==> src/sv/vt4_pkg.sv <==
// Package for the 4x4 vector transform: register map constants and types.
// Used by every module of the block; depends on nothing.
`default_nettype none

package vt4_pkg;

    localparam int NUM_REGS   = 8;
    localparam int REG_WIDTH  = 32;
    localparam int COEF_WIDTH = 16;
    localparam int NUM_LANES  = 4;
    localparam int IDX_WIDTH  = $clog2(NUM_REGS);
    localparam int ADDR_WIDTH = IDX_WIDTH + 2;

    typedef logic [REG_WIDTH-1:0]                 t_reg;
    typedef logic [NUM_REGS-1:0][REG_WIDTH-1:0]   t_reg_file;
    typedef logic [NUM_LANES-1:0][COEF_WIDTH-1:0] t_coef_set;
    typedef logic [ADDR_WIDTH-1:0]                t_addr;

    // The reset matrix is the identity, with 1.0 equal to 4096.
    localparam t_reg_file REG_RESET = {
        32'h1000_0000, 32'h0000_0000, 32'h0000_1000, 32'h0000_0000,
        32'h0000_0000, 32'h1000_0000, 32'h0000_0000, 32'h0000_1000
    };

endpackage

`default_nettype wire

==> src/sv/vt4_merge.sv <==
// Merging stage: registers the four lane results and folds their
// saturation flags into one clipped flag. Depends on vt4_pkg.
`default_nettype none

module vt4_merge #(
    parameter int DATA_WIDTH = 16
) (
    input  logic                                            i_clk,
    input  logic                                            i_rst_n,
    input  logic                                            i_valid,
    input  logic [vt4_pkg::NUM_LANES-1:0][DATA_WIDTH-1:0]   i_res,
    input  logic [vt4_pkg::NUM_LANES-1:0]                   i_sat,
    output logic                                            o_valid,
    output logic [vt4_pkg::NUM_LANES-1:0][DATA_WIDTH-1:0]   o_res,
    output logic                                            o_clipped
);
    import vt4_pkg::*;

    logic                                   r_valid;
    logic [NUM_LANES-1:0][DATA_WIDTH-1:0]   r_res;
    logic                                   r_clipped;
    logic                                   n_clipped;

    assign n_clipped = |i_sat;

    always_ff @(posedge i_clk) begin
        if (!i_rst_n) begin
            r_valid <= 1'b0;
        end else begin
            r_valid <= i_valid;
        end
    end

    always_ff @(posedge i_clk) begin
        r_res     <= i_res;
        r_clipped <= n_clipped;
    end

    assign o_valid   = r_valid;
    assign o_res     = r_res;
    assign o_clipped = r_clipped;

endmodule

`default_nettype wire

==> config.mk <==
export PLATFORM = sky130hd
export DESIGN_NAME = vt4_merge
export DESIGN_NICKNAME = d
export VERILOG_FILES = /design/src/sv/vt4_pkg.sv /design/src/sv/vt4_merge.sv
export SDC_FILE = /design/constraint.sdc
export NUM_CORES = 1
export LEC_CHECK = 0
export BUFFER_PORTS_ARGS = -buffer_cell sky130_fd_sc_hd__clkbuf_2
export CORE_MARGIN = 5
export CORE_UTILIZATION = 32
export CTS_BUF_LIST = sky130_fd_sc_hd__clkbuf_4
export DETAILED_ROUTE_END_ITERATION = 6
export GPL_TIMING_DRIVEN = 0
export PLACE_DENSITY = 0.89
export SYNTH_ARGS = -nofsm -noshare
export SYNTH_HDL_FRONTEND = slang
export SYNTH_SLANG_ARGS = --single-unit
==> constraint.sdc <==
create_clock -name i_clk -period 0.8 [get_ports i_clk]
set_input_delay 0.04 -clock i_clk [delete_from_list [all_inputs] [get_ports i_clk]]
set_output_delay 0.04 -clock i_clk [all_outputs]
set_load 0.03 [all_outputs]
==> out/results.ini <==
[final_layout]
final_common_cell=clkbuf_2
syn_to_final_growth_pct=169
antenna_cells=0
fin_nets=353
most-common-layout-cells=clkbuf_2 (70), dlygate4sd3_1 (67), dfxtp_2 (66), buf_8 (66), clkbuf_4 (12)
drive_above_1_share=0.757
fin_util=0.890

[timing]
timing.hold.ws_ns=-0.140
setup_viol=67
post-route-min-period_ns=0.903
tightest_slew_ns=0.119
rsz0062_at_grt=yes
hold_viol=1
slew_violations=0
timing.final.ws_setup_ns=-0.103
slew_headroom=0.921
fmax_mhz=1110
period_share=1.13
tns_ns=-5.46

[die]
start_util=0.331
fp.dieH_um=74.6
core_area_um2=4030
rows=23
die_w_um=74.6
fp.dieArea_um2=5560
ioPinCount=137

[clocking]
htreeDepth=3
post_cts_buffers=0
cts_tree=yes
clockRootBuffer=clkbuf_4
clockBufferDepth=2
cts.sinks=66
clk_pin_slew_ns=0.09
cts_buffers=9
holdBufCountCts=67

[setup_path]
cpLargestDelayFamily=flip-flops
critPathLaunch=o_res[19]
crit_type=reg -> out
start_kind=flip-flop
crit_chain=buf_8
arrival_ns=0.86
worstPathRequired_ns=0.76
crit_path_top_delay_cell=dfxtp_2
cpPeakStageDelay_ns=0.36
crit_path_max_fanout=1
crit_buf_inv=1
end_kind=primary output

[synthesis]
synth_compound_area_frac=0
synth.area.mux_share=0
yosys.area_share.simple=0.0103
synth_top_family_by_area=simple AND/OR/NAND/NOR gates
yosys.area_share.adder=0
synth-warning-count=0
synthXorXnorAreaFrac=0
avgSynthCellArea_um2=19.6
synthesis.instances=68
ys_ff_latch=66
syn_nets=139
syn-cell-area_um2=1340
ys_types=3
ys_seq_area_frac=0.990

[drt]
routed_wl_mm=6.31
vias_per_cell=4.14
first_pass_iters=4
first_iter_violations=26
drtAntennaViolNets=0
via_count=1383
wire_per_inst_um=18.9
post-route-drc-count=0

[global_routing]
grt_pass1_wl_mm=8.34
grt_antenna_before_repair=0
grt_max_degree=10
grtUsageTotal=0.219
grt_pass1_vias=1619
grt_overflow_total=0

[placed_design]
portBuffers=136
finalWeightedCongestion=0.604

[power]
p_leak_uw=0.00168
p_per_area_nw_per_um2=1860
ir_drop_v=0.00128
p_total_uw=6680

[hold_path]
hp-start=i_sat[3]
worstHoldPathType=in -> reg

[run_status]
violations=negative hold slack, negative setup slack
status=finished, violations left

[flow_run]
maxCapViolations=0

-- through the flow --
step           worst slack, ns  area, µm²  hold WS (ns)  instances
5_1_grt                 -0.156       3590        -0.158        334
4_1_cts                 -0.134       3490        -0.185        334
3_5_place_dp            0.0494       2080         0.144        254
3_3_place_gp            0.0425       2080         0.142        254
6_report                -0.103       3590        -0.140        334
2_1_floorplan            0.135       1340        0.0677         68
-- registers in the layout, summed over array words and instances, names as in the netlist --
name,count
o_clipped,1
o_res,64
o_valid,1
-- final cells by class --
cell class                      instances  area (µm²)
Timing Repair Buffer                  203        2010
Sequential cell                        66        1400
Fill cell                             179         442
Clock buffer                           12        90.1
Tap cell                               50        62.6
Multi-Input combinational cell          2        13.8
Clock inverter                          1        5.00
-- path summary, 6_finish.rpt --
| check | slack, ns | end | cells after the start |
|---|---|---|---|
| max | -0.10 | o_res[19] | 1 |
| min | -0.14 | o_clipped | 2 |
-- layer usage --
metal	GRT usage	part of all wire	vias up
met5	0	0	-
met3	0.115	0.13	15
met4	0.134	0.032	0
li1	-	-	636
met1	0.191	0.31	630
met2	0.390	0.53	102
-- report_power, final --
part           internal, µW  total, µW  switching [µW]  leakage [µW]
registers              3500       3620             127      0.000557
logic                   777       1340             561       0.00106
clock network           694       1720            1030     0.0000591
-- cells in the mapped netlist --
library cell | number | area [µm²]
or4_1 | 1 | 7.51
dfxtp_1 | 66 | 1320
and2_1 | 1 | 6.26
-- cells by family (layout without fill, tap and decap cells) --
| group | Yosys count | count (layout) |
|---|---|---|
| buffers and inverters | 0 | 216 |
| AND/OR/NAND/NOR | 2 | 2 |
| flip-flops | 66 | 66 |
-- timing repair --
action                                 CTS  global route
gates resized for setup                189            75
setup endpoints to repair               66            66
endpoints found under the hold margin   66             1
Note: power is estimated with default switching activity, not from simulation.
