### config.mk
export PLATFORM = sky130hd
export DESIGN_NAME = vt4_lane
export DESIGN_NICKNAME = d
export VERILOG_FILES = /design/src/sv/vt4_pkg.sv /design/src/sv/vt4_lane.sv
export SDC_FILE = /design/constraint.sdc
export NUM_CORES = 2
export LEC_CHECK = 0
export BUFFER_PORTS_ARGS = -buffer_cell sky130_fd_sc_hd__buf_4
export CORE_MARGIN = 5
export CORE_UTILIZATION = 50
export CTS_CLUSTER_DIAMETER = 60
export CTS_CLUSTER_SIZE = 30
export DETAILED_ROUTE_END_ITERATION = 12
export HOLD_SLACK_MARGIN = 0.05
export PLACE_DENSITY = 0.69
export SLEW_MARGIN = 0
export SYNTH_ARGS = -nofsm -noshare
export SYNTH_HDL_FRONTEND = slang
export SYNTH_SLANG_ARGS = --single-unit
### constraint.sdc
create_clock -name i_clk -period 6.5 [get_ports i_clk]
set_input_delay 0.65 -clock i_clk [delete_from_list [all_inputs] [get_ports i_clk]]
set_output_delay 0.65 -clock i_clk [all_outputs]
set_load 0.05 [all_outputs]
### src/sv/vt4_pkg.sv
// Package for the 4x4 vector transform: register map constants and types.
// Used by every module of the block; depends on nothing.
`default_nettype none

package vt4_pkg;

    localparam int NUM_REGS   = 8;
    localparam int REG_WIDTH  = 32;
    localparam int COEF_WIDTH = 16;
    localparam int NUM_LANES  = 4;
    localparam int IDX_WIDTH  = $clog2(NUM_REGS);
    localparam int ADDR_WIDTH = IDX_WIDTH + 2;

    typedef logic [REG_WIDTH-1:0]                 t_reg;
    typedef logic [NUM_REGS-1:0][REG_WIDTH-1:0]   t_reg_file;
    typedef logic [NUM_LANES-1:0][COEF_WIDTH-1:0] t_coef_set;
    typedef logic [ADDR_WIDTH-1:0]                t_addr;

    // The reset matrix is the identity, with 1.0 equal to 4096.
    localparam t_reg_file REG_RESET = {
        32'h1000_0000, 32'h0000_0000, 32'h0000_1000, 32'h0000_0000,
        32'h0000_0000, 32'h1000_0000, 32'h0000_0000, 32'h0000_1000
    };

endpackage

`default_nettype wire

### src/sv/vt4_lane.sv
// One lane: four products, their sum, rounding, shift and saturation.
// Depends on vt4_pkg for coefficient widths and lane count.
`default_nettype none

module vt4_lane #(
    parameter int DATA_WIDTH     = 16,
    parameter int COEF_FRAC_BITS = 12
) (
    input  logic                                            i_clk,
    input  logic [vt4_pkg::NUM_LANES-1:0][DATA_WIDTH-1:0]   i_vec,
    input  vt4_pkg::t_coef_set                              i_coef,
    output logic [DATA_WIDTH-1:0]                           o_res,
    output logic                                            o_sat
);
    import vt4_pkg::*;

    localparam int PW = DATA_WIDTH + COEF_WIDTH;
    localparam int SW = PW + 2;
    localparam logic signed [SW:0] RND  = (SW+1)'(64'sd1 <<< (COEF_FRAC_BITS - 1));
    localparam logic signed [SW:0] MAXV = (SW+1)'((64'sd1 <<< (DATA_WIDTH - 1)) - 64'sd1);
    localparam logic signed [SW:0] MINV = ~MAXV;

    logic signed [PW-1:0] r_prod [NUM_LANES];
    logic signed [PW-1:0] n_prod [NUM_LANES];
    logic signed [SW-1:0] r_sum;
    logic signed [SW-1:0] n_sum;
    logic signed [SW:0]   rnd;
    logic signed [SW:0]   shd;

    always_comb begin
        for (int k = 0; k < NUM_LANES; k++) begin
            n_prod[k] = PW'($signed(i_coef[k])) * PW'($signed(i_vec[k]));
        end
        n_sum = SW'(r_prod[0]) + SW'(r_prod[1]) + SW'(r_prod[2]) + SW'(r_prod[3]);
    end

    always_ff @(posedge i_clk) begin
        r_prod <= n_prod;
        r_sum  <= n_sum;
    end

    always_comb begin
        rnd = (SW+1)'(r_sum) + RND;
        shd = rnd >>> COEF_FRAC_BITS;
        if (shd > MAXV) begin
            o_res = DATA_WIDTH'(MAXV);
            o_sat = 1'b1;
        end else if (shd < MINV) begin
            o_res = DATA_WIDTH'(MINV);
            o_sat = 1'b1;
        end else begin
            o_res = DATA_WIDTH'(shd);
            o_sat = 1'b0;
        end
    end

endmodule

`default_nettype wire

==> impl_metrics.csv <==
group,metric,value,unit
final_layout,layout_commonest_cell,"inv_1",
floorplan,boundaryPins,146,
global_route,gr-total-overflow,0,
setup_path,startpoint_type,"input pin",
synthesis,ys_types,69,
synthesis,synth-simple-area-share,0.1480,
sta,finalMaxSlewViolations,0,
sta,max_freq,160.5,MHz
global_route,grt_pass1_vias,35753,
setup_path,cp_max_fo,12,
cts,cts_buffers,17,
detailed_routing,drt-vias-per-instance,5.147,
global_route,track_usage,0.2262,
cts,clkSlewWorstSetupHoldPaths,60,ps
sta,relSlewSlack,0.4350,
synthesis,synth_top_family_by_area,"adder cells",
synthesis,synth_area,45380,um2
floorplan,num_rows,110,
setup_path,critPathRequiredTime,6760,ps
placement,dp_hpwl,92290,um
synthesis,seq_area_frac_synth,0.06662,
detailed_routing,wl_per_cell,16.77,um
cts,cts_htree_levels,4,
sta,holdWs,613.4,ps
synthesis,ys_ff_latch,151,
sta,finClkSkew,7.585,ps
cts,clk_path_buf_depth,2,
synthesis,syn_nets,6409,
detailed_routing,drtIter0Drc,1837,
floorplan,fp.dieH,311.3,um
synthesis,synth_ff_type,"dfxtp_1",
cts,clock_sink_count,151,
synthesis,synth.area.top_cells,"fa_1 (49%), ha_1 (9.9%), inv_1 (9.6%)",
setup_path,rrSetupSlack,2440,ps
floorplan,initial_core_util,0.5041,
detailed_routing,route.detailed.drc,0,
global_route,grt_max_degree,17,
floorplan,die_w,311.3,um
final_layout,mostFrequentLayoutCells,"inv_1 (1165), fa_1 (1112), nand2_1 (521)",
setup_path,end_kind,"flop",
synthesis,muxShareOfSynthArea,0.0004688,
sta,hold_violations,0,
sta,worstMarginPinSlew,844.9,ps
final_layout,fill_cells,8021,
detailed_routing,detail-route-antenna-nets,0,
placement,port_buffers,145,
global_route,grt_pass1_wl,179800,um
synthesis,synthArstFlopShare,0,
synthesis,synth_top_area_cell,"fa_1",
detailed_routing,vias,32140,
cts,cts-root-buf,"clkbuf_16",
global_route,antenna_found_initial,0,
detailed_routing,finalWirelength,104700,um
final_layout,syn_to_final_growth,9.491,%
synthesis,synthCells,4808,
sta,fin_crit,6232,ps
setup_path,cp.arrival,6490,ps
sta,fin_crit_sh,0.9588,
detailed_routing,dr.pass1.iters,5,
sta,setup_viol,0,
synthesis,synth_xor_xnor_area_share,0.03204,
synthesis,synth-edff-count,0,
final_layout,drive_gt1_frac,0.08289,
synthesis,avgSynthCellArea,9.438,um2
placement,place_congestion,0.9108,
cts,cts_hold_buf,0,
synthesis,synth-adder-area-share,0.5899,
min_path,hp-class,"in2reg",
outcome,status,"finished clean",
synthesis,synth-warning-count,0,
final_layout,fin_nets,6656,
floorplan,die_area,96880,um2
cts,clk_latency,420,ps
setup_path,crit_type,"in2reg",
synthesis,yosys.area.top_type_share,0.4906,
floorplan,fp.coreArea,90010,um2
cts,cts_tree,"built",
flow_run,maxCapViolCount,0,
synthesis,synth_compound_area_frac,0.05498,
## area by class of cell
| class | instances | area, um2 | area share |
|---|---|---|---|
| multi-input combinational | 3354 | 37470 | 0.7542 |
| inverter | 1165 | 4373 | 0.08802 |
| sequential | 151 | 3023 | 0.06084 |
| timing repair buffer | 366 | 2773 | 0.05581 |
| tap | 1176 | 1471 | 0.02962 |
| clock buffer | 19 | 452.9 | 0.009117 |
| clock inverter | 12 | 115.1 | 0.002317 |
| antenna | 1 | 2.502 | 0.00005037 |
## stage by stage
step | setup TNS, ps | instance area [um2] | setup WS, ps | utilization | std cells
after floorplan | 0 | 45380 | 23.33 | - | 4808
after global placement | -608.5 | 49100 | -206.1 | 0.5455 | 6212
after detailed placement | -979.4 | 49100 | -227.7 | 0.5455 | 6212
after CTS | 0 | 49670 | 222.5 | 0.5518 | 6243
after global routing | -25.24 | 49680 | -25.24 | 0.5519 | 6243
final | 0 | 49680 | 267.6 | 0.5520 | 6244
## metal layers
metal	part of all wire	routed length, um	GRT usage
met1	0.42	43760	0.3029
met4	0.031	3275	0.06308
met2	0.50	51830	0.3896
met5	0	0	0
met3	0.056	5841	0.03083
## worst max-delay path, stage by stage
cell,delay (ps)
buf_4,170
and2_1,190
fa_1,530
inv_1,40
fa_1,450
fa_1,520
inv_1,60
fa_1,520
fa_1,500
inv_1,50
fa_1,470
inv_1,40
ha_1,280
o211ai_1,80
nor3_1,200
a221oi_1,140
a221o_1,430
a211o_1,310
buf_4,150
a21boi_0,130
o21ai_0,90
a211oi_1,470
## synthesized netlist by cell type, types with 6 or more instances
master and n:
inv_1 1165, fa_1 1112, nand2_1 521, and2_1 508
ha_1 360, dfxtp_1 151, clkbuf_1 131, xnor2_1 124
nor2_1 120, a21oi_1 101, o21ai_0 65, a21o_1 61
xor2_1 42, nor3_1 33, nand3_1 32, nand2b_1 29
and3_1 27, o21bai_1 20, a31oi_1 14, o21a_1 14
nand4_1 13, nor2b_1 12, a211oi_1 10, o21ai_1 10
a2111oi_0 9, nor4_1 9, o211ai_1 8, o31ai_1 7
or2_2 7, a21boi_0 6, a221oi_1 6
## sequential cells by signal, indices dropped and copies added, names as in the netlist
signal,flops
r_prod,128
r_sum,23
## worst paths after layout
kind / startpoint / to / depth (start not counted)
worst max-delay path: i_vec[20] / r_prod[89] / 22
worst min-delay path: i_vec[0] / r_prod[96] / 2
worst max register to register: r_prod[10] / r_sum[33] / 10
worst min register to register: r_prod[112] / r_sum[17] / 4
## logic make-up after synthesis
logic type               Yosys count
multiplexers                       2
AND/OR/NAND/NOR                 1334
buffers and inverters           1303
adder cells (fa/ha/maj)         1472
AO/OA/AOI/OAI                    380
XOR/XNOR                         166
flip-flops                       151
## repair_timing
action                     CTS  global route
setup endpoints to repair    0             3
resized for setup            0             3
setup buffers                0             0
Power is not shown: default switching activity piles up to over one toggle a cycle in this logic, so the estimate is an artifact.
