File: src/sv/vt4_pkg.sv
// Package for the 4x4 vector transform: register map constants and types.
// Used by every module of the block; depends on nothing.
`default_nettype none

package vt4_pkg;

    localparam int NUM_REGS   = 8;
    localparam int REG_WIDTH  = 32;
    localparam int COEF_WIDTH = 16;
    localparam int NUM_LANES  = 4;
    localparam int IDX_WIDTH  = $clog2(NUM_REGS);
    localparam int ADDR_WIDTH = IDX_WIDTH + 2;

    typedef logic [REG_WIDTH-1:0]                 t_reg;
    typedef logic [NUM_REGS-1:0][REG_WIDTH-1:0]   t_reg_file;
    typedef logic [NUM_LANES-1:0][COEF_WIDTH-1:0] t_coef_set;
    typedef logic [ADDR_WIDTH-1:0]                t_addr;

    // The reset matrix is the identity, with 1.0 equal to 4096.
    localparam t_reg_file REG_RESET = {
        32'h1000_0000, 32'h0000_0000, 32'h0000_1000, 32'h0000_0000,
        32'h0000_0000, 32'h1000_0000, 32'h0000_0000, 32'h0000_1000
    };

endpackage

`default_nettype wire

File: src/sv/vt4_regs.sv
// Coefficient register file behind the APB-style configuration port.
// Depends on vt4_pkg for the register map and reset values.
`default_nettype none

module vt4_regs (
    input  logic              i_clk,
    input  logic              i_rst_n,
    input  logic              psel,
    input  logic              penable,
    input  logic              pwrite,
    input  vt4_pkg::t_addr    paddr,
    input  vt4_pkg::t_reg     pwdata,
    output vt4_pkg::t_reg     prdata,
    output logic              pready,
    output vt4_pkg::t_reg_file o_regs
);
    import vt4_pkg::*;

    t_reg_file              r_regs;
    logic [IDX_WIDTH-1:0]   idx;
    logic                   wr_en;

    assign idx    = paddr[ADDR_WIDTH-1:2];
    assign pready = 1'b1;
    assign wr_en  = psel && penable && pwrite && pready;
    assign prdata = r_regs[idx];
    assign o_regs = r_regs;

    always_ff @(posedge i_clk) begin
        if (!i_rst_n) begin
            r_regs <= REG_RESET;
        end else if (wr_en) begin
            r_regs[idx] <= pwdata;
        end
    end

endmodule

`default_nettype wire

File: config.mk
export PLATFORM = sky130hd
export DESIGN_NAME = vt4_regs
export DESIGN_NICKNAME = d
export VERILOG_FILES = /design/src/sv/vt4_pkg.sv /design/src/sv/vt4_regs.sv
export SDC_FILE = /design/constraint.sdc
export NUM_CORES = 1
export LEC_CHECK = 0
export BUFFER_PORTS_ARGS = -buffer_cell sky130_fd_sc_hd__buf_2
export CAP_MARGIN = 0
export CORE_MARGIN = 10
export CORE_UTILIZATION = 56
export DETAILED_ROUTE_END_ITERATION = 16
export GPL_TIMING_DRIVEN = 0
export PLACE_DENSITY = 0.95
export SLEW_MARGIN = 30
export SYNTH_ARGS = -nofsm -noshare
export SYNTH_HDL_FRONTEND = slang
export SYNTH_SLANG_ARGS = --single-unit
File: constraint.sdc
create_clock -name i_clk -period 3.5 [get_ports i_clk]
set_input_delay 0.525 -clock i_clk [delete_from_list [all_inputs] [get_ports i_clk]]
set_output_delay 0.525 -clock i_clk [all_outputs]
set_load 0.01 [all_outputs]
==> results_tabular.tex <==
\begin{tabular}{lr}
\hline
Metric & Value \\
\hline
\multicolumn{2}{l}{\textbf{Status}} \\
Run status & complete, no violations \\
\multicolumn{2}{l}{\textbf{Final layout}} \\
Flip-flop count of the largest register after layout & approximately 260 \\
Design area & 13920 um\^{}2 \\
Fraction of final layout cells sized beyond drive strength 1 & 36.86\% \\
Layout-stage area growth over the synthesis result & 25.33\% \\
Final-stage net count & between 1000 and 1500 \\
\multicolumn{2}{l}{\textbf{Pwr}} \\
Combinational Power Share & 6.5\% \\
P\_sw & 1441 uW \\
Internal portion of total power & 4661 uW \\
Clock network power share & approximately 45\% \\
PD cells & $\sim$440 nW/um\^{}2 \\
Sequential fraction of design power & 48.4\% \\
Sw Share & 23.61\% \\
Leakage dissipation & 0.006699 uW \\
Peak supply drop & 400.7 uV \\
Post-route total power & 6102 uW \\
\multicolumn{2}{l}{\textbf{Die}} \\
Area of the die & approximately 26000 um\^{}2 \\
Number of placement rows & 51 \\
Die height & 160.8 um \\
Initial Util & approximately 57\% \\
Die outline width & 160.8 um \\
Top-level I/O count & 331 \\
Core area & between 15000 and 20000 um\^{}2 \\
\multicolumn{2}{l}{\textbf{Worst setup path}} \\
Worst Path Arrival & 2.39 ns \\
Required time of the critical path & 2.97 ns \\
Worst reg2reg endpoint & o\_regs[12] \\
CP Max Fanout & 10 \\
Critical path start-end classification & input port to primary output \\
Startpoint type of the worst setup path & input port \\
Reg2Reg Launch Point & o\_regs[12] \\
Cells on worst reg2reg path & 2 \\
Flop-to-flop setup slack & 2.64 ns \\
Critical Path Source & paddr[4] \\
Kind of end point of the critical path & primary output \\
\multicolumn{2}{l}{\textbf{Route}} \\
Number of detailed-routing iterations run before antenna repair & 5 \\
Final routed DRC violation total & 0 \\
Vias per cell & around 5.9 \\
Final wirelength & 40960 um \\
Overall via count from detail\_route & 9732 \\
Wire length per cell & 24.99 um \\
ANT nets after route & 0 \\
1st-iter DRT viols & 816 \\
\multicolumn{2}{l}{\textbf{Min path}} \\
Hold Path Class & input port to register \\
Terminating pin of the worst hold path & o\_regs[12] \\
Worst hold path startpoint & pwdata[12] \\
Number of cells on the worst hold path & 3 \\
\multicolumn{2}{l}{\textbf{Timing}} \\
Achievable frequency & 343.5 MHz \\
Final number of hold-violating endpoints & 0 \\
Actual transition at the worst max-transition pin & about 0.86 ns \\
Number of pins exceeding their max-slew limit in the final report & 0 \\
Final setup vio count & 0 \\
Final critical-path share of the clock period & between 80\% and 90\% \\
Skew final & 0 ns \\
Setup Total Neg Slack & 0 ns \\
Unrepaired setup endpoints after global routing & no \\
Final min period & 2.911 ns \\
Slew HR & 42.98\% \\
\multicolumn{2}{l}{\textbf{Global route}} \\
Pin count of the biggest net entering global routing & 14 \\
First-pass GRT wire length & a little over 60000 um \\
Overall Global Routing Usage & 30.22\% \\
Via count of the first global-routing pass & approximately 10000 \\
Remaining Overflow, GRT & 0 \\
Antenna violations before repair & 3 \\
\multicolumn{2}{l}{\textbf{Synthesis}} \\
Cell type with the highest aggregate area in the netlist & sky130\_fd\_sc\_hd\_\_dfxtp\_1 \\
Yosys reg bits & 256 \\
Number of instances in the synthesized netlist & approximately 1000 \\
Post-synthesis sequential area ratio & 46.14\% \\
Post-synth top area share & 46.14\% \\
Number of synthesized flops with an enable pin & 0 \\
Async S/R FF share, synth & 0\% \\
Most repeated cell in the gate-level netlist after synthesis & sky130\_fd\_sc\_hd\_\_nand2\_1 \\
Synthesized Nets & 1041 \\
Cell area after technology mapping & roughly 11000 um\^{}2 \\
Synth unique cells & 29 \\
Count of yosys warnings during synthesis & 0 \\
Main flop type after synthesis & sky130\_fd\_sc\_hd\_\_dfxtp\_1 \\
Most used standard cells in the synthesized netlist & sky130\_fd\_sc\_hd\_\_nand2\_1, sky130\_fd\_sc\_hd\_\_dfxtp\_1, sky130\_fd\_sc\_hd\_\_mux2i\_1 \\
Area contributors post-synth & sky130\_fd\_sc\_hd\_\_dfxtp\_1, sky130\_fd\_sc\_hd\_\_mux2i\_1, sky130\_fd\_sc\_hd\_\_mux4\_2 \\
Avg Cell Area, Syn & roughly 11 um\^{}2 \\
\multicolumn{2}{l}{\textbf{Clocking}} \\
CTS tree & yes \\
\# H-tree levels & 1 \\
Resized Gates After CTS & 0 \\
Number of buffers between clock root and the deepest sink & 3 \\
Number of sinks on the clock net & 256 \\
Clock Tree Root & sky130\_fd\_sc\_hd\_\_clkbuf\_16 \\
Number of hold buffers added after CTS & 0 \\
Clock edge transition at the registers on the reported setup and hold paths & 0.06 ns \\
Skew-Pair Late Insertion Delay & roughly 0.52 ns \\
Number of buffers created by CTS & 26 \\
Buffers inserted by post-CTS timing repair & 0 \\
\multicolumn{2}{l}{\textbf{Placement}} \\
HPWL after detailed placement & 29550 um \\
Port Buffers & 324 \\
Gp weighted congestion & 0.8808 \\
Instance area at placement & 13060 um\^{}2 \\
\multicolumn{2}{l}{\textbf{Flow run}} \\
Maximum capacitance violations & 0 \\
\hline
\end{tabular}
## critical path, cell delays in order
cell and delay, ns:
sky130_fd_sc_hd__buf_2 0.12, sky130_fd_sc_hd__clkbuf_1 0.45, sky130_fd_sc_hd__clkbuf_1 0.70, sky130_fd_sc_hd__mux2_2 0.42, sky130_fd_sc_hd__buf_2 0.15
## layout make-up
type	count	area, um^2
plain buffers	78	401.6
clock buffers	41	818.3
well taps	265	331.6
clock inverters	6	32.53
repair buffers	324	1622
diodes	4	10.01
multi-input cells	662	5570
inverters	3	11.26
flip-flops and latches	256	5125
fillers	1329	5540
## kinds of logic (layout without fill, tap and decap cells)
group	Yosys count	after routing	synth area share (%)
mux	347	347	38.60
compound gates	12	12	0.7773
other cells	1	5	0.03376
buf+inv	81	452	3.717
simple gates	302	302	10.73
flops	256	256	46.14
## worst max-delay path by stage
stage	end	slack (ns)	cells past startpoint
3_3_place_gp	prdata[14]	0.66	5
5_1_grt	prdata[19]	0.51	5
3_5_place_dp	prdata[7]	0.63	6
4_1_cts	prdata[19]	0.61	5
2_1_floorplan	prdata[0]	1.19	4
6_report	prdata[19]	0.59	5
## layer usage
layer / up-vias / part of all wire, % / global-route usage [%]
met5: - / 0 / 0
met4: 0 / 4.4 / 12.74
met3: 148 / 9.9 / 8.001
met2: 646 / 48 / 50.85
met1: 4741 / 37 / 35.76
li1: 4197 / - / -
## metrics by stage
stage | instances | setup WS, ns | hold slack [ns] | util, %
6_report | 1639 | 0.5890 | 0.3142 | 71.53
5_1_grt | 1635 | 0.5148 | 0.3379 | 71.48
4_1_cts | 1635 | 0.6092 | 0.3047 | 71.48
3_5_place_dp | 1588 | 0.6255 | 0.4622 | 67.11
3_3_place_gp | 1588 | 0.6624 | 0.4514 | 67.11
2_1_floorplan | 999 | 1.186 | 0.4869 | -
## placed cells by master, fill, tap and decap left out, types with 9 or more instances in the layout
master | netlist | routed
sky130_fd_sc_hd__buf_2 | 27 | 351
sky130_fd_sc_hd__mux2_2 | 31 | 31
sky130_fd_sc_hd__clkbuf_1 | 35 | 40
sky130_fd_sc_hd__mux2i_1 | 254 | 254
sky130_fd_sc_hd__clkbuf_16 | 0 | 27
sky130_fd_sc_hd__clkbuf_8 | 0 | 9
sky130_fd_sc_hd__dfxtp_1 | 256 | 256
sky130_fd_sc_hd__nand2_1 | 286 | 286
sky130_fd_sc_hd__buf_4 | 10 | 10
sky130_fd_sc_hd__mux4_2 | 62 | 62
## power by group through the flow
stage	logic (uW)	clock network (uW)	registers (uW)
finish	399	2750	2950
global route	419	2870	2950
CTS	395	2750	2950
detailed placement	392	0	3020
global placement	382	0	3020
floorplan	221	0	3020
(Power assumes the default switching activity.)
